$ cat src/design/label_hash_color_blend_unit_assert.svh
// ----------------------------------------------------------------------------
// Assertion macros for the label hash color blend unit
// Concurrent checks clocked on clk and disabled while arst_n is low.
// ----------------------------------------------------------------------------
`ifndef LABEL_HASH_COLOR_BLEND_UNIT_ASSERT_SVH
`define LABEL_HASH_COLOR_BLEND_UNIT_ASSERT_SVH

// same-cycle implication
`define LHCB_ASSERT_IMPL(name, ante, cons) \
	name: assert property (@(posedge clk) disable iff (!arst_n) (ante) |-> (cons)) \
		else $error("lhcb: same-cycle check failed");

// next-cycle implication
`define LHCB_ASSERT_NEXT(name, ante, cons) \
	name: assert property (@(posedge clk) disable iff (!arst_n) (ante) |=> (cons)) \
		else $error("lhcb: next-cycle check failed");

`endif

$ cat src/design/lhcb_pkg.sv
// ----------------------------------------------------------------------------
// lhcb_pkg
// Shared types and constants of the label hash color blend unit.
// ----------------------------------------------------------------------------
package lhcb_pkg;

	typedef enum logic [1:0] {
		ACT_REMAP_WR = 2'd0,
		ACT_COLOR_WR = 2'd1,
		ACT_PIXEL    = 2'd2
	} action_t;

	localparam logic [1:0] CFG_REMAP_EN    = 2'd0;
	localparam logic [1:0] CFG_HASH_MASK   = 2'd1;
	localparam logic [1:0] CFG_COLOR_COUNT = 2'd2;

	localparam logic [31:0] GOLDEN_FRAC = 32'h9E37_79B9;
	localparam logic [7:0]  CHAN_MAX    = 8'd255;
	localparam logic [5:0]  COUNT_RESET = 6'd26;
	localparam int          HASH_W      = 6;

	typedef struct packed {
		logic        remap_enable;
		logic [31:0] hash_mask;
		logic [5:0]  color_count;
	} cfg_t;

	typedef struct packed {
		logic [1:0]  action;
		logic [15:0] table_index;
		logic [31:0] entry_value;
		logic [31:0] label;
		logic [7:0]  gray;
	} in_item_t;

	// fields that ride along the hash stages
	typedef struct packed {
		logic        is_pixel;
		logic        use_remap;
		logic        oor;
		logic [7:0]  gray;
		logic [15:0] widx;
		logic [23:0] wval;
	} tag_t;

	typedef struct packed {
		tag_t        tag;
		logic [31:0] label;
	} hash_item_t;

	typedef struct packed {
		tag_t              tag;
		logic [HASH_W-1:0] h;
	} color_item_t;

	typedef struct packed {
		logic       oor;
		logic [7:0] gray;
	} blend_item_t;

	typedef struct packed {
		logic [7:0] red;
		logic [7:0] green;
		logic [7:0] blue;
		logic       oor;
	} result_t;

endpackage

$ cat src/design/lhcb_blend.sv
// ----------------------------------------------------------------------------
// lhcb_blend
// Channel blend (255-gray)*c/255, output register and skid buffer.
// ----------------------------------------------------------------------------
`include "label_hash_color_blend_unit_assert.svh"

module lhcb_blend
	import lhcb_pkg::*;
(
	input  logic        clk,
	input  logic        arst_n,
	input  logic        v_s5,
	input  blend_item_t item_s5,
	input  logic [23:0] rgb_s5,
	output logic        en,
	output logic        out_valid,
	input  logic        out_ready,
	output result_t     result
);

	// exact floor(x/255) for x below 65280
	function automatic logic [7:0] div255(input logic [15:0] x);
		logic [15:0] t;
		t = x + 16'd1 + {8'd0, x[15:8]};
		return t[15:8];
	endfunction

	logic [7:0]  inv_gray;
	logic        v_s6;
	logic        oor_s6;
	logic [15:0] r_s6;
	logic [15:0] g_s6;
	logic [15:0] b_s6;
	result_t     din;
	result_t     out_q;
	result_t     skid_q;
	logic        out_valid_q;
	logic        skid_v_q;

	assign inv_gray = CHAN_MAX - item_s5.gray;
	assign en       = !skid_v_q;

	always_ff @(posedge clk or negedge arst_n) begin
		if (!arst_n)
			v_s6 <= 1'b0;
		else if (en)
			v_s6 <= v_s5;
	end

	always_ff @(posedge clk) begin
		if (en) begin
			oor_s6 <= item_s5.oor;
			r_s6   <= 16'(inv_gray) * 16'(rgb_s5[23:16]);
			g_s6   <= 16'(inv_gray) * 16'(rgb_s5[15:8]);
			b_s6   <= 16'(inv_gray) * 16'(rgb_s5[7:0]);
		end
	end

	// out-of-range labels show black
	always_comb begin
		din.oor   = oor_s6;
		din.red   = oor_s6 ? 8'd0 : div255(r_s6);
		din.green = oor_s6 ? 8'd0 : div255(g_s6);
		din.blue  = oor_s6 ? 8'd0 : div255(b_s6);
	end

	// skid takes the incoming item when the output holds a stalled transfer
	always_ff @(posedge clk or negedge arst_n) begin
		if (!arst_n) begin
			out_valid_q <= 1'b0;
			skid_v_q    <= 1'b0;
		end else if (en) begin
			if (out_valid_q && !out_ready) begin
				if (v_s6)
					skid_v_q <= 1'b1;
			end else begin
				out_valid_q <= v_s6;
			end
		end else if (out_ready) begin
			skid_v_q <= 1'b0;
		end
	end

	always_ff @(posedge clk) begin
		if (en) begin
			if (out_valid_q && !out_ready) begin
				if (v_s6)
					skid_q <= din;
			end else begin
				out_q <= din;
			end
		end else if (out_ready) begin
			out_q <= skid_q;
		end
	end

	assign out_valid = out_valid_q;
	assign result    = out_q;

	`LHCB_ASSERT_IMPL(a_skid_implies_out, skid_v_q, out_valid_q)
	`LHCB_ASSERT_IMPL(a_oor_black, out_valid_q && out_q.oor, out_q.red == 8'd0 && out_q.green == 8'd0 && out_q.blue == 8'd0)

endmodule

$ cat config.mk
export PLATFORM = sky130hd
export DESIGN_NAME = lhcb_blend
export DESIGN_NICKNAME = d
export VERILOG_FILES = /design/src/design/lhcb_pkg.sv /design/src/design/lhcb_blend.sv
export VERILOG_INCLUDE_DIRS = /design/src /design/src/design
export SDC_FILE = /design/constraint.sdc
export NUM_CORES = 1
export LEC_CHECK = 0
export ABC_AREA = 1
export BUFFER_PORTS_ARGS = -buffer_cell sky130_fd_sc_hd__buf_2
export CAP_MARGIN = 20
export CORE_MARGIN = 8
export CORE_UTILIZATION = 30
export CTS_BUF_LIST = sky130_fd_sc_hd__clkbuf_4 sky130_fd_sc_hd__clkbuf_8
export DETAILED_ROUTE_END_ITERATION = 8
export GPL_ROUTABILITY_DRIVEN = 0
export HOLD_SLACK_MARGIN = 0.02
export PLACE_DENSITY_LB_ADDON = 0.25
export SLEW_MARGIN = 25
export SYNTH_ARGS = -nofsm -noshare
export SYNTH_HDL_FRONTEND = slang
export SYNTH_SLANG_ARGS = --single-unit
$ cat constraint.sdc
create_clock -name clk -period 4.8 [get_ports clk]
set_clock_uncertainty 0.05 [all_clocks]
set_input_delay 0.48 -clock clk [delete_from_list [all_inputs] [get_ports clk]]
set_output_delay 0.48 -clock clk [all_outputs]
set_load 0.02 [all_outputs]
==> flow_summary.toml <==
[final_layout]
fraction_of_layout_instances_using_a_drive_strength_above_1_pct = 7.12
flow.area_growth_from_synthesis_pct = 10.6
fin_nets = 1786
fillers = 4126
insertedDiodeCount = 0
finalNonFillerCells = 2035
utilization_pct = 33.4

[power_and_ir_drop]
p_clk_share_pct = 9.7
power_switching_mw = 3.24
p_int_mw = 3.33
share_seq_of_total_power_pct = 27.6
combinationalPowerShare_pct = 62.7
power_density_nw_per_um2 = 512
p_leak_nw = 6.63
power.switching_fraction_pct = 49.3
post-layout-total-power_mw = 6.57
worst_ir_drop_vdd_v = 0.000216

[setup_path]
number_of_buffers_and_inverters_on_the_critical_path = 4
worst_ep_arrival_ns = 4.22
worstSetupStartpointType = "input port"
cp_slowest_cell = "sky130_fd_sc_hd__fa_1"
reg2reg_setup_slack_ns = 2.61
critPathKind = "input port to register"
crit_path_max_incr_delay_ns = 0.49
ff2ff_path_depth = 5
timing.rr.end = "result[8]"
critical_path.most_common_cell = "sky130_fd_sc_hd__fa_1"
timing.critical_path.max_delay_family = "adder cells"
reg2reg_from = "skid_v_q"
worst_ep_required_ns = 4.88
worstPathCellList = "buf_2, buf_4, nor2_1, fa_1, fa_1, inv_1, fa_1, fa_1, inv_1, ha_1, nand2_1, o21ai_0, nand3_1, nand3_1, xor2_1"
worstSetupEndpointType = "register"
crit_fanout = 13

[worst_hold_path]
hold_path_end = "oor_s6"
holdPathStages = 1
min-delay-start = "item_s5[8]"
hp-class = "input port to register"

[sta]
final.period_utilization_pct = 86.3
grt_setup_unrepaired = "no"
hold_viol_final = 0
setup-violations-final = 0
worst-slew-pin-transition_ns = 0.951
finalMaxSlewViolations = 0
min_period_ns = 4.14
max_slew_margin_pct = 36.5
max_freq_mhz = 241
holdWs_ns = 0.229
setup_tns_ns = 0

[floorplan]
core.rowCount = 72
die_area_um2 = 45200
fp.dieH_um = 213
core-area_um2 = 38400
die_x_um = 213
initial_utilization_pct = 30.2
count_of_pins_on_the_block_boundary = 64

[global_routing]
antenna_violations_before_repair = 0
grt_max_degree = 46
overflow = 0
groute.usage.overall_pct = 12.6
vias_in_the_first_global_route = 9299
grt_pass1_wl_um = 46700

[synth]
synthFlopType = "sky130_fd_sc_hd__edfxtp_1"
dominant_cell_by_count_in_the_synthesized_netlist = "sky130_fd_sc_hd__nand2_1"
post_synth_num_cell_types = 32
synthTopCellsByArea = "sky130_fd_sc_hd__edfxtp_1 26%, sky130_fd_sc_hd__fa_1 19%, sky130_fd_sc_hd__ha_1 14%"
synthesis.nets = 1720
ys_seq_area_share_pct = 26.3
yosysTopAreaCellShare_pct = 25.7
syn_area_per_cell_um2 = 8.01
synth_common_cells = "292 x sky130_fd_sc_hd__nand2_1, 274 x sky130_fd_sc_hd__inv_1, 250 x sky130_fd_sc_hd__nor2_1"
async_flop_share_pct = 2.94
synth_enable_flop_cells = 99
yosys.area.top_type = "sky130_fd_sc_hd__edfxtp_1"
yosysWarnings = 0
post_synth_design_cell_area_um2 = 11600
post_synth_inst_count = 1446
number_of_synthesized_register_bits = 102

[clock_tree]
clockRootBuffer = "sky130_fd_sc_hd__clkbuf_8"
clock_path_buffers = 2
clk_latency_ns = 0.38
cts.sinks = 102
cts_max_level = 3
clk_pin_slew_worst_paths_ns = 0.12
number_of_buffers_created_by_cts = 9
cts_tree = "built"

[place]
dp_hpwl_um = 23100
dpl.cell_count = 2018
place.port_buffers = 63

[routing]
first_pass_iters = 5
initialDrtViolationCount = 467
totalWireLength_um = 27700
num_vias = 9134
vias_per_cell = 4.49
detail-route-antenna-nets = 0
remaining_drc_errors = 0
wl_per_cell_um = 13.6

[flow_run]
maxCapViolCount = 0

[outcome]
status = "complete, no violations"
[final cells by class]
cell class	instances	area [um^2]	area share, %
clock buffers	9	124	0.966
clock inverters	7	114	0.888
inverters	276	1040	8.08
multi-input cells	1043	7400	57.8
flip-flops and latches	102	3050	23.8
well taps	518	648	5.06
repair buffers	80	445	3.47
[sequential cells by signal, summed over array words and instances (netlist names)]
signal,flops
v_s6,1
skid_v_q,1
g_s6,16
b_s6,16
r_s6,16
oor_s6,1
skid_q,25
result,25
out_valid,1
[how the worst max path moves through the flow]
stage / start / slack [ns] / cells after the start / endpoint
floorplan: item_s5[5] / 0.48 / 15 / r_s6[13]
global placement: item_s5[4] / 0.35 / 15 / r_s6[8]
detailed placement: item_s5[3] / 0.27 / 15 / r_s6[15]
CTS: item_s5[3] / 0.70 / 15 / r_s6[15]
global route: item_s5[3] / 0.46 / 15 / r_s6[15]
finish: item_s5[3] / 0.66 / 15 / r_s6[15]
[per-layer routing]
| metal | track usage, % | vias to the layer above | wire length [um] |
|---|---|---|---|
| met4 | 2.81 | 0 | 257 |
| met1 | 18.5 | 4253 | 14500 |
| met3 | 1.64 | 17 | 1070 |
| met5 | 0 | - | 0 |
| met2 | 19.5 | 202 | 11900 |
| li1 | - | 4662 | - |
[power by group through the flow]
stage / registers (mW) / clock network [mW] / logic, mW
floorplan: 1.89 / 0 / 2.96
global placement: 1.85 / 0 / 4.11
detailed placement: 1.85 / 0 / 4.14
CTS: 1.83 / 0.663 / 4.17
global route: 1.86 / 0.700 / 4.76
finish: 1.82 / 0.637 / 4.11
[layout by cell type, fill, tap and decap left out, drive strengths merged, types with 2 or more instances in the layout]
master	instances
a21oi	45
clkinv	3
nand3b	15
xnor2	14
o21a	6
nand4	22
nor3	11
fa	108
buf	79
edfxtp	99
clkbuf	9
nor2	252
dfrtp	3
a21boi	3
xor2	21
or2	10
o21bai	3
nand2	293
ha	129
nand3	76
a21o	2
bufinv	2
inv	278
o21ai	30
[kinds of logic (layout without fill, tap and decap cells)]
kind of cell,after synthesis,count (layout),share of synthesized area [%]
adders and majority gates,237,237,32.6
AOI/OAI and AO/OA,91,91,4.36
and+or+nand+nor,680,680,24.2
xor gates and xnor gates,35,35,2.65
DFF,102,102,26.3
buffers and inverters,301,372,9.86
[metrics by stage]
| stage | setup slack, ns | instance area [um^2] |
|---|---|---|
| CTS | 0.697 | 12800 |
| global placement | 0.346 | 12600 |
| floorplan | 0.476 | 11600 |
| detailed placement | 0.273 | 12600 |
| global route | 0.461 | 12800 |
| finish | 0.658 | 12800 |
[timing repair]
item,in CTS,in global routing
setup buffers,0,0
hold buffers,1,0
hold endpoints to repair,3,0
resized for setup,0,0
[worst register-to-register path, cell delays in order, from the launching register on]
cell and delay, ns:
sky130_fd_sc_hd__dfrtp_1 0.37, sky130_fd_sc_hd__buf_4 0.23, sky130_fd_sc_hd__inv_2 0.73, sky130_fd_sc_hd__buf_4 0.44
sky130_fd_sc_hd__nand4_1 0.15, sky130_fd_sc_hd__nand2_1 0.10
(Power assumes the default switching activity.)
