### config.mk
export PLATFORM = sky130hd
export DESIGN_NAME = lhcb_cfg_regs
export DESIGN_NICKNAME = d
export VERILOG_FILES = /design/src/design/label_hash_color_blend_unit_assert.svh /design/src/design/lhcb_pkg.sv /design/src/design/lhcb_cfg_regs.sv
export SDC_FILE = /design/constraint.sdc
export NUM_CORES = 1
export LEC_CHECK = 0
export ABC_AREA = 0
export BUFFER_PORTS_ARGS = -buffer_cell sky130_fd_sc_hd__buf_4
export CAP_MARGIN = 10
export CORE_ASPECT_RATIO = 1.75
export CORE_MARGIN = 4
export CORE_UTILIZATION = 40
export DETAILED_ROUTE_END_ITERATION = 12
export PLACE_DENSITY = 0.8
export REMOVE_ABC_BUFFERS = 1
export SLEW_MARGIN = 20
export SYNTH_ARGS = -nofsm -noshare
export SYNTH_HDL_FRONTEND = slang
export SYNTH_SLANG_ARGS = --single-unit
### constraint.sdc
create_clock -name clk -period 1.1 [get_ports clk]
set_input_delay 0.22 -clock clk [delete_from_list [all_inputs] [get_ports clk]]
set_output_delay 0.22 -clock clk [all_outputs]
set_load 0.005 [all_outputs]
### src/design/label_hash_color_blend_unit_assert.svh
// ----------------------------------------------------------------------------
// Assertion macros for the label hash color blend unit
// Concurrent checks clocked on clk and disabled while arst_n is low.
// ----------------------------------------------------------------------------
`ifndef LABEL_HASH_COLOR_BLEND_UNIT_ASSERT_SVH
`define LABEL_HASH_COLOR_BLEND_UNIT_ASSERT_SVH

// same-cycle implication
`define LHCB_ASSERT_IMPL(name, ante, cons) \
	name: assert property (@(posedge clk) disable iff (!arst_n) (ante) |-> (cons)) \
		else $error("lhcb: same-cycle check failed");

// next-cycle implication
`define LHCB_ASSERT_NEXT(name, ante, cons) \
	name: assert property (@(posedge clk) disable iff (!arst_n) (ante) |=> (cons)) \
		else $error("lhcb: next-cycle check failed");

`endif

### src/design/lhcb_pkg.sv
// ----------------------------------------------------------------------------
// lhcb_pkg
// Shared types and constants of the label hash color blend unit.
// ----------------------------------------------------------------------------
package lhcb_pkg;

	typedef enum logic [1:0] {
		ACT_REMAP_WR = 2'd0,
		ACT_COLOR_WR = 2'd1,
		ACT_PIXEL    = 2'd2
	} action_t;

	localparam logic [1:0] CFG_REMAP_EN    = 2'd0;
	localparam logic [1:0] CFG_HASH_MASK   = 2'd1;
	localparam logic [1:0] CFG_COLOR_COUNT = 2'd2;

	localparam logic [31:0] GOLDEN_FRAC = 32'h9E37_79B9;
	localparam logic [7:0]  CHAN_MAX    = 8'd255;
	localparam logic [5:0]  COUNT_RESET = 6'd26;
	localparam int          HASH_W      = 6;

	typedef struct packed {
		logic        remap_enable;
		logic [31:0] hash_mask;
		logic [5:0]  color_count;
	} cfg_t;

	typedef struct packed {
		logic [1:0]  action;
		logic [15:0] table_index;
		logic [31:0] entry_value;
		logic [31:0] label;
		logic [7:0]  gray;
	} in_item_t;

	// fields that ride along the hash stages
	typedef struct packed {
		logic        is_pixel;
		logic        use_remap;
		logic        oor;
		logic [7:0]  gray;
		logic [15:0] widx;
		logic [23:0] wval;
	} tag_t;

	typedef struct packed {
		tag_t        tag;
		logic [31:0] label;
	} hash_item_t;

	typedef struct packed {
		tag_t              tag;
		logic [HASH_W-1:0] h;
	} color_item_t;

	typedef struct packed {
		logic       oor;
		logic [7:0] gray;
	} blend_item_t;

	typedef struct packed {
		logic [7:0] red;
		logic [7:0] green;
		logic [7:0] blue;
		logic       oor;
	} result_t;

endpackage

### src/design/lhcb_cfg_regs.sv
// ----------------------------------------------------------------------------
// lhcb_cfg_regs
// Configuration register file, written through the config channel.
// ----------------------------------------------------------------------------
module lhcb_cfg_regs
	import lhcb_pkg::*;
(
	input  logic        clk,
	input  logic        arst_n,
	input  logic        wr_en,
	input  logic [1:0]  wr_index,
	input  logic [31:0] wr_data,
	output cfg_t        cfg
);

	cfg_t cfg_q;

	always_ff @(posedge clk or negedge arst_n) begin
		if (!arst_n) begin
			cfg_q.remap_enable <= 1'b0;
			cfg_q.hash_mask    <= 32'd0;
			cfg_q.color_count  <= COUNT_RESET;
		end else if (wr_en) begin
			unique case (wr_index)
				CFG_REMAP_EN:    cfg_q.remap_enable <= wr_data[0];
				CFG_HASH_MASK:   cfg_q.hash_mask    <= wr_data;
				CFG_COLOR_COUNT: cfg_q.color_count  <= wr_data[5:0];
				default: ;
			endcase
		end
	end

	assign cfg = cfg_q;

endmodule

==> run_results.csv, run 1 <==
group,metric,value,unit
drt,wl_per_cell,17.1,um
finish,largest_reg_flops,39,
floorplan,die_h,91.7,um
run,cap_viol_max_count,0,
sta,clock.fmax,878,MHz
worst_setup_path,critPathMaxFanout,2,
power_and_ir_drop,p_per_area,1760,nW/um2
cts,clkSinkCount,39,
sta,tns,-0.108,ns
floorplan,core,3870,um2
worst_setup_path,cp_top_family,"flip-flops",
global_route,grt_antenna_before_repair,0,
finish,register_area,980,um2
hold_path,hp-class,"input pin to flop",
sta,slew_violations,0,
floorplan,die_area,5120,um2
synth,ys_seq_area_frac,0.612,
cts,insertion_delay,0.28,ns
finish,area_delta_synth_final,48.0,%
worst_setup_path,cp.required,0.88,ns
sta,hold_violations,0,
cts,clk_pin_slew,0.08,ns
finish,multi_input_area,587,um2
drt,first_iter_violations,7,
cts,cts_tree,"built",
power_and_ir_drop,power,0.00416,W
finish,diodes,0,
hold_path,min_from,"wr_data[27]",
synth,syn_inst,84,
drt,via_per_inst,4.69,
drt,met1_length,1230,um
floorplan,fp.dieW,55.8,um
finish,nets,203,
sta,setup_viol,3,
drt,drc,0,
sta,rsz0062_at_grt,"yes",
floorplan,initial_core_util,0.414,
floorplan,num_rows,30,
power_and_ir_drop,peakVddDrop,976,uV
drt,dr.pass1.iters,4,
sta,whs,0.161,ns
worst_setup_path,start_kind,"flop",
synth,ys_ff_latch,39,
finish,final_core_util,0.613,
place,port_buffers,75,
cts,postCtsSetupBuffers,0,
finish,drive_above_1_share,0.766,
worst_setup_path,end_kind,"output port",
cts,cts_made_buffers,5,
drt,antenna_left,0,
drt,wl,3680,um
power_and_ir_drop,leakage,1.24,nW
cts,clockBufferDepth,2,
drt,wl_met2,2160,um
sta,relSlewSlack,0.686,
outcome,failed_checks,"setup timing",
drt,vias,1008,
global_route,grt-ovfl-total,0,
global_route,first_global_vias,1164,
floorplan,boundaryPins,76,
global_route,grtUsageTotal,0.150,
worst_setup_path,worst_path_max_delay_cell,"dfstp_2",
drt,wl_met3,159,um
sta,clock_skew,0,ns
worst_setup_path,setup.worst_path.start,"cfg[1]",
synth,yosys_warnings,0,
sta,setup_slack,-0.0394,ns
sta,finalCriticalPeriod,1.14,ns
sta,worst_pin_slew,0.472,ns
global_route,grt_max_degree,40,
worst_setup_path,max_stage_delay,0.55,ns
synth,ys_types,8,
finish,fillerInstances,293,
cts,htreeDepth,2,
global_route,grt_pass1_wl,5890,um
worst_setup_path,worstPathArrival,0.92,ns
cts,clockRootBuffer,"clkbuf_8",
worst_setup_path,crit_buf_inv,1,
drt,dr.max_layer_used,"met4",
synth,syn_area,1600,um2
sta,min_period_over_period,1.04,
worst_setup_path,worst-setup-path-type,"flop to output port",
worst_setup_path,reg2reg_from,"cfg[30]",
synth,syn_area_per_cell,19.1,um2
outcome,status,"finished with violations",
worst_setup_path,path_cells,"buf_6",
place,gp_congestion,0.771,
[metrics by stage]
step           cell area [um2]  setup WS, ns  instances
2_1_floorplan             1570        -0.145         81
3_5_place_dp              2230       -0.0481        206
5_1_grt                   2370       -0.0741        215
4_1_cts                   2370       -0.0540        215
6_report                  2370       -0.0394        215
3_3_place_gp              2230       -0.0657        206
[routing by layer]
metal,GRT usage,up-vias
met4,0.0871,0
li1,-,455
met1,0.148,507
met5,0,-
met2,0.280,37
met3,0.0310,9
[cell families after synthesis]
group	count (synthesis)	synth area share
multiplexers	39	0.345
AND/OR/NAND/NOR	3	0.0219
buffers and inverters	3	0.0211
flip-flops	39	0.612
[worst paths after layout]
path | to | slack (ns) | depth (start not counted)
worst max-delay path | cfg[1] | -0.04 | 1
worst min-delay path | cfg[33] | 0.16 | 2
worst max register to register | cfg[30] | 0.32 | 1
worst min register to register | cfg[21] | 0.51 | 1
max in group asynchronous | cfg[1] | 0.32 | 2
min in group asynchronous | cfg[10] | 0.43 | 2
[power by group]
part	switching, W	internal, W
Sequential	0.000170	0.00172
Clock	0.000477	0.000734
Combinational	0.000304	0.000756
[cell usage in the layout (no fill, tap or decap), drive strengths merged]
cell type / synthesis / final
clkinv: 0 / 1
dfrtp: 36 / 36
dlygate4sd3: 0 / 1
clkbuf: 0 / 6
bufinv: 0 / 1
dfstp: 3 / 3
buf: 3 / 77
nor3b: 1 / 1
mux2: 39 / 39
nand3b: 2 / 2
[layout make-up]
class	count	share of cell area
repair buffers	78	0.264
multi-input cells	42	0.248
flip-flops and latches	39	0.414
clock buffers	6	0.0349
clock inverters	2	0.0148
well taps	48	0.0254
[repair_timing]
item	4_1_cts	5_1_grt
hold buffers	1	0
endpoints found under the hold margin	36	0
setup endpoints to repair	3	3
gates resized for setup	3	0
[synth_stat cells, drive strengths merged]
library cell | instances | area share
dfrtp | 36 | 0.56
mux2 | 39 | 0.34
nor3b | 1 | 0.0047
buf | 3 | 0.021
nand3b | 2 | 0.017
dfstp | 3 | 0.049
Note: power is estimated with default switching activity, not from simulation.
==> run 2, diff against run 1 <==
Settings changed: CORE_ASPECT_RATIO 1.75 to unset.
==> run 2 against run 1 <==
  * The flow still finishes with violations (setup timing)
  * Register-to-register slack hardly changed
  * Die area fell by 0.79%
  * Critical path depth unchanged
  * Clock-buffer cell count is 2 higher
  * Sequential share of layout area increased by 0.67 points
  * Highest routed layer unchanged
  * Largest cell class unchanged
  * Flip-flop and latch count did not move
  * Fmax up 1.0%
==> run_results.csv, run 2 (same netlist as run 1, synthesis figures left out) <==
group,metric,value,unit
finish,final_core_util,0.618,
sta,worst_pin_slew,0.476,ns
sta,tns,-0.0821,ns
power_and_ir_drop,leakage,1.22,nW
drt,wl_per_cell,15.7,um
cts,cts_tree,"built",
run,cap_viol_max_count,0,
sta,slew_violations,0,
floorplan,die_h,71.3,um
sta,clock.fmax,887,MHz
floorplan,fp.dieW,71.3,um
place,dpl.hpwl,2600,um
cts,postCtsSetupBuffers,0,
finish,drive_above_1_share,0.749,
finish,largest_reg_flops,39,
worst_setup_path,cp_top_family,"flip-flops",
finish,nets,203,
drt,drc,0,
worst_setup_path,max_stage_delay,0.54,ns
cts,clkSinkCount,39,
power_and_ir_drop,peakVddDrop,991,uV
finish,diodes,0,
drt,dr.pass1.iters,4,
floorplan,num_rows,22,
cts,insertion_delay,0.28,ns
sta,min_period_over_period,1.03,
finish,area_delta_synth_final,45.7,%
sta,clock_skew,0,ns
finish,layout_common_cells,"buf_4, dfrtp_1, mux2_4, mux2_2, clkbuf_8",
finish,mostFrequentLayoutCell,"buf_4",
cts,clockRootBuffer,"clkbuf_8",
floorplan,core,3770,um2
floorplan,initial_core_util,0.424,
sta,setup_viol,3,
worst_setup_path,path_cells,"buf_6",
drt,via_per_inst,4.69,
sta,hold_violations,0,
worst_setup_path,worst-setup-path-type,"flop to output port",
sta,finalCriticalPeriod,1.13,ns
worst_setup_path,start_kind,"flop",
power_and_ir_drop,p_per_area,1650,nW/um2
worst_setup_path,end_kind,"output port",
place,gp_congestion,0.748,
sta,relSlewSlack,0.683,
drt,wl,3380,um
global_route,grt_max_degree,40,
floorplan,boundaryPins,76,
worst_setup_path,cp.required,0.88,ns
global_route,grtUsageTotal,0.143,
cts,cts_made_buffers,5,
sta,setup_slack,-0.0278,ns
global_route,grt-ovfl-total,0,
drt,antenna_left,0,
worst_setup_path,critPathMaxFanout,2,
floorplan,die_area,5080,um2
global_route,first_global_vias,1138,
global_route,grt_antenna_before_repair,0,
cts,clockBufferDepth,2,
drt,first_iter_violations,21,
global_route,grt_pass1_wl,5600,um
place,port_buffers,75,
cts,clk_pin_slew,0.07,ns
worst_setup_path,worst_path_max_delay_cell,"dfstp_2",
finish,fillerInstances,275,
cts,htreeDepth,2,
worst_setup_path,worstPathArrival,0.91,ns
worst_setup_path,rrSetupSlack,0.33,ns
outcome,failed_checks,"setup timing",
drt,vias,1008,
hold_path,hp-class,"input pin to flop",
worst_setup_path,crit_buf_inv,1,
sta,rsz0062_at_grt,"yes",
outcome,status,"finished with violations",
==> run 2: where the power goes <==
group	internal [W]	leakage, nW	total (W)	switching (W)
sequential	0.00172	0.457	0.00188	0.000162
clock	0.000450	0.0395	0.000913	0.000463
combinational	0.000755	0.726	0.00105	0.000291
==> run 2: worst paths after layout <==
| path | to | depth (start not counted) | start |
|---|---|---|---|
| worst max-delay path | cfg[4] | 1 | cfg[4] |
| worst min-delay path | cfg[19] | 2 | wr_data[13] |
| worst max register to register | cfg[6] | 1 | cfg[6] |
| worst min register to register | cfg[2] | 1 | cfg[2] |
| max in group asynchronous | cfg[3] | 2 | arst_n |
| min in group asynchronous | cfg[24] | 2 | arst_n |
==> run 2: what timing repair did <==
item                                    4_1_cts  5_1_grt
hold buffers                                  1        0
endpoints found under the setup margin        3        3
resized for setup                             3        0
endpoints found under the hold margin        36        0
==> run 2: cell type report <==
cell class / instances / area [um2] / area share
Timing Repair Buffer: 78 / 624 / 0.268
Tap cell: 48 / 60.1 / 0.0258
Sequential cell: 39 / 980 / 0.420
Multi-Input combinational cell: 42 / 587 / 0.252
Clock buffer: 8 / 80.1 / 0.0344
==> run 2: per-stage QoR <==
step / std cells / hold slack, ns / total power [W] / area (um2) / setup WS (ns)
6_report: 215 / 0.159 / 0.00384 / 2330 / -0.0278
2_1_floorplan: 81 / -0.0756 / 0.00231 / 1570 / -0.145
3_5_place_dp: 206 / 0.221 / 0.00296 / 2230 / -0.0598
4_1_cts: 215 / 0.151 / 0.00390 / 2330 / -0.0445
3_3_place_gp: 206 / 0.211 / 0.00292 / 2230 / -0.0711
5_1_grt: 215 / 0.145 / 0.00407 / 2330 / -0.0837
==> run 2: metal layers <==
layer	share of wire	GRT usage	up-vias	wire, um
met5	0	0	-	0
met4	0.023	0.0605	0	78
met2	0.52	0.236	44	1750
met1	0.40	0.173	496	1340
met3	0.066	0.0421	7	222
li1	-	-	461	-
