## config.mk

```make
export PLATFORM = sky130hd
export DESIGN_NAME = lhcb_hash
export DESIGN_NICKNAME = d
export VERILOG_FILES = /design/src/design/lhcb_pkg.sv /design/src/design/lhcb_hash.sv
export VERILOG_INCLUDE_DIRS = /design/src /design/src/design
export SDC_FILE = /design/constraint.sdc
export NUM_CORES = 1
export LEC_CHECK = 0
export BUFFER_PORTS_ARGS = -buffer_cell sky130_fd_sc_hd__buf_4
export CORE_MARGIN = 1
export CORE_UTILIZATION = 50
export CTS_CLUSTER_DIAMETER = 120
export DETAILED_ROUTE_END_ITERATION = 16
export HOLD_SLACK_MARGIN = 0.08
export PLACE_DENSITY = 0.72
export SKIP_CTS_REPAIR_TIMING = 1
export SLEW_MARGIN = 20
export SYNTH_ARGS = -nofsm -noshare
export SYNTH_HDL_FRONTEND = slang
export SYNTH_SLANG_ARGS = --single-unit
```

## constraint.sdc

```tcl
create_clock -name clk -period 11.8 [get_ports clk]
set_input_delay 2.36 -clock clk [delete_from_list [all_inputs] [get_ports clk]]
set_output_delay 2.36 -clock clk [all_outputs]
set_load 0.03 [all_outputs]
```

## src/design/label_hash_color_blend_unit_assert.svh

```systemverilog
// ----------------------------------------------------------------------------
// Assertion macros for the label hash color blend unit
// Concurrent checks clocked on clk and disabled while arst_n is low.
// ----------------------------------------------------------------------------
`ifndef LABEL_HASH_COLOR_BLEND_UNIT_ASSERT_SVH
`define LABEL_HASH_COLOR_BLEND_UNIT_ASSERT_SVH

// same-cycle implication
`define LHCB_ASSERT_IMPL(name, ante, cons) \
	name: assert property (@(posedge clk) disable iff (!arst_n) (ante) |-> (cons)) \
		else $error("lhcb: same-cycle check failed");

// next-cycle implication
`define LHCB_ASSERT_NEXT(name, ante, cons) \
	name: assert property (@(posedge clk) disable iff (!arst_n) (ante) |=> (cons)) \
		else $error("lhcb: next-cycle check failed");

`endif

```

## src/design/lhcb_pkg.sv

```systemverilog
// ----------------------------------------------------------------------------
// lhcb_pkg
// Shared types and constants of the label hash color blend unit.
// ----------------------------------------------------------------------------
package lhcb_pkg;

	typedef enum logic [1:0] {
		ACT_REMAP_WR = 2'd0,
		ACT_COLOR_WR = 2'd1,
		ACT_PIXEL    = 2'd2
	} action_t;

	localparam logic [1:0] CFG_REMAP_EN    = 2'd0;
	localparam logic [1:0] CFG_HASH_MASK   = 2'd1;
	localparam logic [1:0] CFG_COLOR_COUNT = 2'd2;

	localparam logic [31:0] GOLDEN_FRAC = 32'h9E37_79B9;
	localparam logic [7:0]  CHAN_MAX    = 8'd255;
	localparam logic [5:0]  COUNT_RESET = 6'd26;
	localparam int          HASH_W      = 6;

	typedef struct packed {
		logic        remap_enable;
		logic [31:0] hash_mask;
		logic [5:0]  color_count;
	} cfg_t;

	typedef struct packed {
		logic [1:0]  action;
		logic [15:0] table_index;
		logic [31:0] entry_value;
		logic [31:0] label;
		logic [7:0]  gray;
	} in_item_t;

	// fields that ride along the hash stages
	typedef struct packed {
		logic        is_pixel;
		logic        use_remap;
		logic        oor;
		logic [7:0]  gray;
		logic [15:0] widx;
		logic [23:0] wval;
	} tag_t;

	typedef struct packed {
		tag_t        tag;
		logic [31:0] label;
	} hash_item_t;

	typedef struct packed {
		tag_t              tag;
		logic [HASH_W-1:0] h;
	} color_item_t;

	typedef struct packed {
		logic       oor;
		logic [7:0] gray;
	} blend_item_t;

	typedef struct packed {
		logic [7:0] red;
		logic [7:0] green;
		logic [7:0] blue;
		logic       oor;
	} result_t;

endpackage

```

## src/design/lhcb_hash.sv

```systemverilog
// ----------------------------------------------------------------------------
// lhcb_hash
// Golden-ratio multiplicative hash: mask and multiply, then scale to count.
// ----------------------------------------------------------------------------
`include "label_hash_color_blend_unit_assert.svh"

module lhcb_hash
	import lhcb_pkg::*;
#(
	parameter int COLOR_DEPTH = 32
) (
	input  logic        clk,
	input  logic        arst_n,
	input  logic        en,
	input  cfg_t        cfg,
	input  logic        v_s2,
	input  hash_item_t  item_s2,
	input  logic [31:0] rdata_s2,
	output logic        v_s4,
	output color_item_t item_s4
);

	logic [31:0] sel_label;
	logic [31:0] keyed;
	logic [63:0] frac_full;
	logic [5:0]  n;
	logic [37:0] scaled;

	logic        v_s3;
	tag_t        tag_s3;
	logic [31:0] frac_s3;

	assign sel_label = item_s2.tag.use_remap ? rdata_s2 : item_s2.label;
	assign keyed     = sel_label ^ cfg.hash_mask;
	assign frac_full = 64'(keyed) * 64'(GOLDEN_FRAC);

	always_ff @(posedge clk or negedge arst_n) begin
		if (!arst_n) begin
			v_s3 <= 1'b0;
			v_s4 <= 1'b0;
		end else if (en) begin
			v_s3 <= v_s2;
			v_s4 <= v_s3;
		end
	end

	always_ff @(posedge clk) begin
		if (en) begin
			tag_s3  <= item_s2.tag;
			frac_s3 <= frac_full[31:0];
		end
	end

	// count above the colormap depth is clamped
	assign n = ({26'd0, cfg.color_count} > 32'(COLOR_DEPTH)) ? 6'(COLOR_DEPTH)
	                                                      : cfg.color_count;
	assign scaled = 38'(frac_s3) * 38'(n);

	always_ff @(posedge clk) begin
		if (en) begin
			item_s4.tag <= tag_s3;
			item_s4.h   <= scaled[37:32];
		end
	end

	`LHCB_ASSERT_NEXT(a_stall_holds_s4, !en && v_s4, v_s4 && $stable(item_s4.tag.gray))

endmodule

```

==> results of run 1 <==
## Yosys cell counts, types with 16 or more instances
master      n
ha_1      240
and2_1     18
edfxtp_1  140
xnor2_1    93
inv_1     422
nand2_1   192
nor2_1     24
fa_1      339
a21oi_1    37
xor2_1     20
o21ai_0    21
mux2i_1    30
clkbuf_1   16
a21o_1     20
## worst register-to-register path, delay by kind of cell (launching register included)
kind            cells  cell delay, ns
compound gates      8            1.74
fa+ha+maj           4            1.83
flops               1            0.47
xor+xnor            1            0.08
simple gates        1            0.13
buf+inv             1            0.05
## final cells by class
| class | count | area, um^2 |
|---|---|---|
| clock inverters | 13 | 180 |
| repair buffers | 230 | 1730 |
| flip-flops and latches | 142 | 4250 |
| clock buffers | 19 | 443 |
| multi-input cells | 1124 | 13300 |
| fillers | 3050 | 15700 |
| inverters | 422 | 1580 |
| well taps | 511 | 639 |
## routing by layer
metal | vias to the layer above | routed length, um | track usage
met5 | - | 0 | 0
met4 | 0 | 1390 | 0.0919
met3 | 64 | 1630 | 0.0264
met2 | 348 | 21400 | 0.405
met1 | 6239 | 16700 | 0.273
li1 | 5777 | - | -
## flip-flops by register name, indices dropped and copies added, names as in the netlist
name,count
item_s4,57
tag_s3,51
frac_s3,32
v_s3,1
v_s4,1
## logic make-up (layout without fill, tap and decap cells)
kind of cell / Yosys count / in the layout / synth area share
AO/OA/AOI/OAI: 120 / 120 / 0.0413
buffers and inverters: 446 / 684 / 0.0888
flip-flops: 142 / 142 / 0.222
AND/OR/NAND/NOR: 271 / 271 / 0.0598
multiplexers: 34 / 34 / 0.0192
XOR/XNOR: 119 / 119 / 0.0584
adder cells (fa/ha/maj): 580 / 580 / 0.511
## cells in the final DEF (no fill, tap or decap), types with 17 or more instances in the layout
| cell type | n |
|---|---|
| a21oi_1 | 37 |
| ha_1 | 240 |
| fa_1 | 339 |
| edfxtp_1 | 140 |
| inv_1 | 422 |
| nor2_1 | 24 |
| o21ai_0 | 21 |
| a21o_1 | 20 |
| nand2_1 | 192 |
| mux2i_1 | 30 |
| xnor2_1 | 91 |
| buf_4 | 229 |
| xor2_1 | 20 |
| clkbuf_16 | 17 |
| and2_1 | 18 |
## per-stage QoR
step                utilization  setup slack [ns]
finish                    0.585              2.05
global route              0.585              1.67
CTS                       0.585              2.06
detailed placement        0.568              1.60
global placement          0.568              1.71
floorplan                     -              1.99
## worst paths after layout
| kind | startpoint | endpoint | depth (start not counted) |
|---|---|---|---|
| max | item_s2[81] | frac_s3[31] | 25 |
| min | tag_s3[21] | item_s4[27] | 0 |
| max reg2reg | frac_s3[18] | item_s4[5] | 15 |
| min reg2reg | tag_s3[21] | item_s4[27] | 0 |
| max in group asynchronous | arst_n | v_s4 | 1 |
| min in group asynchronous | arst_n | v_s3 | 1 |
==> run summary, run 1 <==
Post-DP Area: 0.0215 mm^2
EDFF count, synth: 140
H-tree Lvls: 4
Netlist cell types: 59
grt ovf: 0
Async SR Flop Fraction: 0.0141
setup TNS: 0 ns
io pins: 216
maximum clock frequency: 103 MHz
Tmin final: 9.75 ns
slowest cell on the critical path: xnor2_1
Worst Tran Pin Value: 0.993 ns
Clock Path Buffers: 2
die area: 0.0392 mm^2
RSZ-0062 raised after global routing: false
initial antenna violation count: 0
layout cells sized above 1: 0.147
Mapped Cells: 1712
via count: 12400
Crit. End Element: flop
Inst Count DP: 2429
Post-synth top flop: edfxtp_1
vias in the first global route: 13600
DIE WIDTH: 198 um
Ys Warns: 0
post-synthesis sequential element count: 142
Buf/Inv on CP: 5
drt first pass iters: 5
Min-Delay Path Class: reg -> reg
period utilisation layout: 0.827
worst hold slack: 0.407 ns
CTS tree: built
Cell Count, Final, Fillers Out: 2461
status: finished, final reports clean
vias per inst: 5.05
crit-path max FO: 33
synthesis-to-finish area growth: 15.1%
CTS clk-pin slew, worst paths: 0.07 ns
CTS root buf: clkbuf_16
flop2flop setup slack: 7.25 ns
Setup Skew: 0.00897 ns
clock latency on the worst-skew pair: 0.43 ns
Site Rows: 71
Placer Congestion: 0.941
Nets: 2674
Rel. slew slack: 0.333
CP max stage delay: 0.78 ns
area of the mapped netlist: 0.0192 mm^2
Detail Route Antenna Nets: 0
required time worst endpoint: 11.98 ns
CP Class: in -> reg
Worst Setup Start Kind: input port
Yosys top cell area share: 0.354
I/O Buffers: 214
drc violations: 0
Seq/Total Area, Yosys: 0.222
final setup vio count: 0
global-route wire length before repair: 67300 um
Initial DRC Count: 731
Top Family by Delay on Critical Path: adder cells
post-synthesis cell type with the largest combined area: fa_1
drt total wl: 41200 um
GRT Total Usage: 0.225
ANT cells: 0
Die Ht: 198 um
ranking of synthesized cells by area: fa_1, edfxtp_1, ha_1
WL/cell: 16.7 um
Post-Syn Area per Cell: 11.2 um^2
total CTS buffers: 17
Clock Sinks: 142
HPWL after DPL: 34900 um
crit-path most repeated cell: fa_1
Synth Net Count: 2449
Core Area: 0.0378 mm^2
Hold Violations, Final: 0
design area: 0.0221 mm^2
critical path arrival: 9.93 ns
largest net degree at the start of global routing: 85
fin. max-slew vios: 0
max_cap viols: 0
Initial Utilization: 0.508
Power of run 1 is left out: the tool's default activity adds up to more than one toggle a clock period on the data nets, which glitch-free logic cannot reach.
==> run 2: changes to the inputs <==
==> constraint.sdc (replaced) <==
create_clock -name clk -period 9.4 [get_ports clk]
set_input_delay 1.88 -clock clk [delete_from_list [all_inputs] [get_ports clk]]
set_output_delay 1.88 -clock clk [all_outputs]
set_load 0.03 [all_outputs]
==> run 2 against run 1 <==
Effect of this change: highest routed layer unchanged; clock skew rose by 0.0012 ns; die area did not move; critical endpoint unchanged; sequential share of layout area fell by 0.091 points; core utilization rose by 0.28 points; largest cell class unchanged; final cell count rose by 0.85%.
==> run summary, run 2 (same netlist as run 1, synthesis figures left out) <==
status: finished, final reports clean
drc violations: 0 (unchanged)
final core utilization: 0.588 (+0.00278)
Core Area: 0.0378 mm^2 (unchanged)
RSZ-0062 raised after global routing: false
CTS tree: built
required time worst endpoint: 9.58 ns (-2.40 ns)
design area: 0.0222 mm^2 (+0.48%)
die area: 0.0392 mm^2 (unchanged)
Post-DP Area: 0.0216 mm^2 (+0.70%)
CTS clk-pin slew, worst paths: 0.06 ns (about the same)
synthesis-to-finish area growth: 15.7%
Initial Utilization: 0.508 (unchanged)
maximum clock frequency: 114 MHz
Die Ht: 198 um (unchanged)
most frequent cells in the layout: inv_1, fa_1, buf_4
Largest Register: item_s4
GRT Total Usage: 0.225 (about the same)
grt ovf: 0 (unchanged)
Hold Violations, Final: 0 (unchanged)
CP Class: in -> reg
Min-Delay Path Class: reg -> reg
commonest non-fill, non-tap cell in the layout: inv_1
drt first pass iters: 5 (unchanged)
Layout fillers: 3067 (+0.56%)
number of flip-flops in the largest register: 57 (unchanged)
CTS root buf: clkbuf_16
Worst Setup Start Kind: input port
Clock Path Buffers: 2 (unchanged)
setup TNS: 0 ns (unchanged)
Worst Tran Pin Value: 1.01 ns (+0.0137 ns)
WL/cell: 16.7 um (about the same)
via count: 12400 (+0.080%)
crit-path max FO: 16 (-52%)
Top Family by Delay on Critical Path: adder cells
H-tree Lvls: 4 (unchanged)
Clock Sinks: 142 (unchanged)
io pins: 216 (unchanged)
Crit. End Element: flop
Tmin final: 8.77 ns
period utilisation layout: 0.933
vias in the first global route: 13900 (+2.0%)
drt total wl: 41600 um (+0.85%)
largest net degree at the start of global routing: 86 (+1.2%)
slowest cell on the critical path: fa_1
clock latency on the worst-skew pair: 0.42 ns (about the same)
fin. max-slew vios: 0 (unchanged)
Initial DRC Count: 665 (-9.0%)
Site Rows: 71 (unchanged)
Detail Route Antenna Nets: 0 (unchanged)
DIE WIDTH: 198 um (unchanged)
layout cells sized above 1: 0.156 (+0.00858)
I/O Buffers: 214 (unchanged)
Placer Congestion: 0.923 (-1.9%)
global-route wire length before repair: 67700 um (+0.59%)
ANT cells: 0 (unchanged)
Buf/Inv on CP: 6 (+1)
CP max stage delay: 0.59 ns (-0.19 ns)
Rel. slew slack: 0.329 (-0.00440)
initial antenna violation count: 0 (unchanged)
HPWL after DPL: 35400 um (+1.4%)
crit path cell chain: buf_4, mux2i_1, xnor2_1, inv_1, fa_1, inv_1, fa_1, inv_1, fa_1, inv_1, fa_1, inv_1, fa_1, fa_1, fa_1, fa_1, xor2_1, xnor2_1, xnor2_1, xnor2_1, xnor2_1, xnor2_1, xnor2_1, xnor2_1
critical path arrival: 8.95 ns (-0.98 ns)
biggest regs: item_s4: 57 flops, tag_s3: 51 flops, frac_s3: 32 flops
Nets: 2695 (+0.79%)
Setup Skew: 0.0101 ns (+0.00115 ns)
vias per inst: 5.01 (-0.77%)
total CTS buffers: 17 (unchanged)
max_cap viols: 0 (unchanged)
final setup vio count: 0 (unchanged)
run 2: cell types whose count changed in the layout (fill, tap and decap cells not counted):
cell | previous run | this run
inv_6 | 2 | 6
bufinv_16 | 3 | 1
clkbuf_8 | 1 | 0
inv_8 | 3 | 1
clkinv_8 | 0 | 1
buf_4 | 229 | 250
xnor2_1 | 91 | 92
xnor2_2 | 4 | 3
run 2: through the flow:
step / setup slack, ns / hold WS (ns) / std cells
6_report: 0.626 / 0.417 / 2482
5_1_grt: 0.210 / 0.421 / 2482
4_1_cts: 0.583 / 0.417 / 2482
3_5_place_dp: 0.140 / 0.405 / 2450
3_3_place_gp: 0.273 / 0.400 / 2450
2_1_floorplan: 0.0650 / 0.400 / 1712
run 2: area by class of cell:
cell class / count / area, um^2 / share of cell area
clock buffer: 18 / 429 / 0.0193
timing repair buffer: 251 / 1890 / 0.0851
inverter: 422 / 1580 / 0.0714
tap: 511 / 639 / 0.0288
multi-input combinational: 1124 / 13200 / 0.597
clock inverter: 14 / 149 / 0.00671
sequential: 142 / 4250 / 0.192
run 2: layer usage:
layer  up-vias  GRT usage  wire length, um  share of wire
met5         -          0                0              0
met1      6212      0.263            16600           0.40
met4         0     0.0833             1340          0.032
met2       341      0.418            21800           0.53
met3        67     0.0283             1770          0.042
li1       5818          -                -              -
run 2: worst reg2reg max path: stages (launching register included):
cell       delay [ns]
edfxtp_1         0.51
nand2_1          0.17
fa_1             0.54
fa_1             0.55
inv_1            0.05
fa_1             0.45
ha_1             0.34
a21oi_1          0.17
o221ai_1         0.14
a21oi_1          0.14
o21ai_0          0.09
a41o_1           0.24
a2111oi_1        0.50
o31ai_1          0.19
a21oi_1          0.20
xnor2_1          0.08
run 2: final timing paths:
check	from	to	slack (ns)	depth (start not counted)
worst max register to register	frac_s3[30]	item_s4[5]	4.79	15
max in group asynchronous	arst_n	v_s3	8.09	1
min in group asynchronous	arst_n	v_s4	1.22	1
worst min register to register	tag_s3[25]	item_s4[31]	0.42	0
worst max-delay path	item_s2[81]	frac_s3[31]	0.63	24
worst min-delay path	tag_s3[25]	item_s4[31]	0.42	0
Power of run 2 is left out for the same reason.
==> run 3: changes to the inputs <==
--- a/config.mk
+++ b/config.mk
@@ -13,6 +13,7 @@
 export DETAILED_ROUTE_END_ITERATION = 16
 export HOLD_SLACK_MARGIN = 0.08
 export PLACE_DENSITY = 0.72
+export REMOVE_ABC_BUFFERS = 1
 export SKIP_CTS_REPAIR_TIMING = 1
 export SLEW_MARGIN = 20
 export SYNTH_ARGS = -nofsm -noshare
==> run 3 against run 2 <==
Effect of this change: hold slack gained 0.0021 ns; routed wire length shrank 0.56%; setup slack lost 0.13 ns; flip-flop and latch count is the same; sequential share of layout area is essentially flat; highest routed layer unchanged.
==> run summary, run 3 (same netlist as run 1, synthesis figures left out) <==
Min-Delay Path Class: reg -> reg
status: finished, final reports clean
io pins: 216 (unchanged)
setup TNS: 0 ns (unchanged)
slowest cell on the critical path: xnor2_1
Worst Setup Start Kind: input port
biggest regs: item_s4: 57 flops, tag_s3: 51 flops, frac_s3: 32 flops
CP Class: in -> reg
Top Family by Delay on Critical Path: adder cells
Initial Utilization: 0.508 (unchanged)
flop2flop setup slack: 4.74 ns (-0.05 ns)
largest net degree at the start of global routing: 83 (-3.5%)
GRT Total Usage: 0.225 (about the same)
CTS clk-pin slew, worst paths: 0.06 ns (about the same)
maximum clock frequency: 112 MHz (-1.4%)
drt total wl: 41300 um (-0.56%)
Worst Tran Pin Value: 1.07 ns (+0.0663 ns)
CTS tree: built
pre-CTS setup slack: 0.0530 ns (-0.0873 ns)
Worst path depth: 26 (+8.3%)
WL/cell: 16.7 um (-0.44%)
Nets: 2692 (-0.11%)
Placer Congestion: 0.940 (+1.8%)
Clock Sinks: 142 (unchanged)
synthesis-to-finish area growth: 15.4%
Die Ht: 198 um (unchanged)
Site Rows: 71 (unchanged)
Clock Path Buffers: 2 (unchanged)
Largest Register: item_s4
Layout fillers: 3105 (+1.2%)
CTS root buf: clkbuf_16
clock latency on the worst-skew pair: 0.42 ns (about the same)
grt ovf: 0 (unchanged)
required time worst endpoint: 9.56 ns (-0.02 ns)
HPWL after DPL: 35800 um (+1.0%)
critical path arrival: 9.06 ns (+0.11 ns)
vias per inst: 5.03 (+0.39%)
worst r2r path cells: 15 (unchanged)
number of flip-flops in the largest register: 57 (unchanged)
Core Area: 0.0378 mm^2 (unchanged)
Crit Reg-Reg Startpoint: frac_s3[5]
fin. max-slew vios: 0 (unchanged)
Detail Route Antenna Nets: 0 (unchanged)
Setup Skew: 0.00966 ns (-0.000454 ns)
global-route wire length before repair: 67900 um (+0.30%)
Tmin final: 8.90 ns (+0.126 ns)
hold path depth: 0 (unchanged)
period utilisation layout: 0.947 (+0.0134)
H-tree Lvls: 4 (unchanged)
vias in the first global route: 13700 (-1.0%)
final core utilization: 0.586 (-0.00136)
Crit. End Element: flop
max_cap viols: 0 (unchanged)
DIE WIDTH: 198 um (unchanged)
Buf/Inv on CP: 6 (unchanged)
via count: 12500 (+0.27%)
Cell Count, Final, Fillers Out: 2479 (-0.12%)
Worst Setup EP: frac_s3[31]
ANT cells: 0 (unchanged)
initial antenna violation count: 0 (unchanged)
drc violations: 0 (unchanged)
die area: 0.0392 mm^2 (unchanged)
CP startpoint: item_s2[81]
fin worst setup slack: 0.501 ns (-0.126 ns)
final setup vio count: 0 (unchanged)
drt first pass iters: 4 (-1)
crit-path max FO: 14 (-2)
layout cells sized above 1: 0.154 (-0.00180)
crit-path most repeated cell: fa_1
total CTS buffers: 17 (unchanged)
Inst Count DP: 2447 (-0.12%)
RSZ-0062 raised after global routing: false
Hold Violations, Final: 0 (unchanged)
commonest non-fill, non-tap cell in the layout: inv_1
Rel. slew slack: 0.279 (-0.0493)
CP max stage delay: 0.70 ns (+0.11 ns)
Initial DRC Count: 662 (-0.45%)
most frequent cells in the layout: inv_1, fa_1, buf_4
I/O Buffers: 214 (unchanged)
R2R Path End: item_s4[5]
==> run 3: changes by cell type in the layout (fill, tap and decap cells not counted), sizes merged <==
cell	delta
buf	-3
bufinv	-1
clkbuf	-1
clkinv	+5
clkinvlp	-2
inv	-1
==> run 3: worst reg2reg max path, stage by stage, from the launching register on <==
cell and delay [ns]:
edfxtp_1 0.47, and2_1 0.21, fa_1 0.54, inv_1 0.06, fa_1 0.42, inv_1 0.09, fa_1 0.43, ha_1 0.28
o21ai_0 0.27, a2111oi_0 0.16, a22oi_1 0.20, o21ai_0 0.20, a2111oi_1 0.58, o31ai_1 0.19, a21oi_1 0.21, xnor2_1 0.08
==> run 3: cell type report <==
class / count / area [um^2] / area share
multi-input combinational: 1124 / 13200 / 0.598
timing repair buffer: 248 / 1860 / 0.0841
clock buffer: 17 / 425 / 0.0192
inverter: 422 / 1580 / 0.0715
sequential: 142 / 4250 / 0.192
tap: 511 / 639 / 0.0289
clock inverter: 15 / 130 / 0.00588
==> run 3: routing by layer <==
metal  vias up  track usage  part of all wire
li1       5820            -                 -
met1      6211        0.273              0.40
met2       375        0.414              0.52
met3        66       0.0233             0.046
met4         0       0.0778             0.029
met5         -            0                 0
==> run 3: how the worst min path moves through the flow <==
stage,startpoint,to,slack (ns)
final,tag_s3[21],item_s4[27],0.42
after global routing,tag_s3[24],item_s4[30],0.42
after global placement,tag_s3[2],item_s4[8],0.40
after floorplan,tag_s3[4],item_s4[10],0.40
after detailed placement,tag_s3[23],item_s4[29],0.40
after CTS,tag_s3[29],item_s4[35],0.42
==> run 3: through the flow <==
| stage | cell area (um^2) | hold slack (ns) |
|---|---|---|
| CTS | 22100 | 0.420 |
| global route | 22100 | 0.419 |
| floorplan | 19100 | 0.400 |
| detailed placement | 21600 | 0.405 |
| global placement | 21600 | 0.400 |
| finish | 22100 | 0.419 |
Power of run 3 is left out for the same reason.
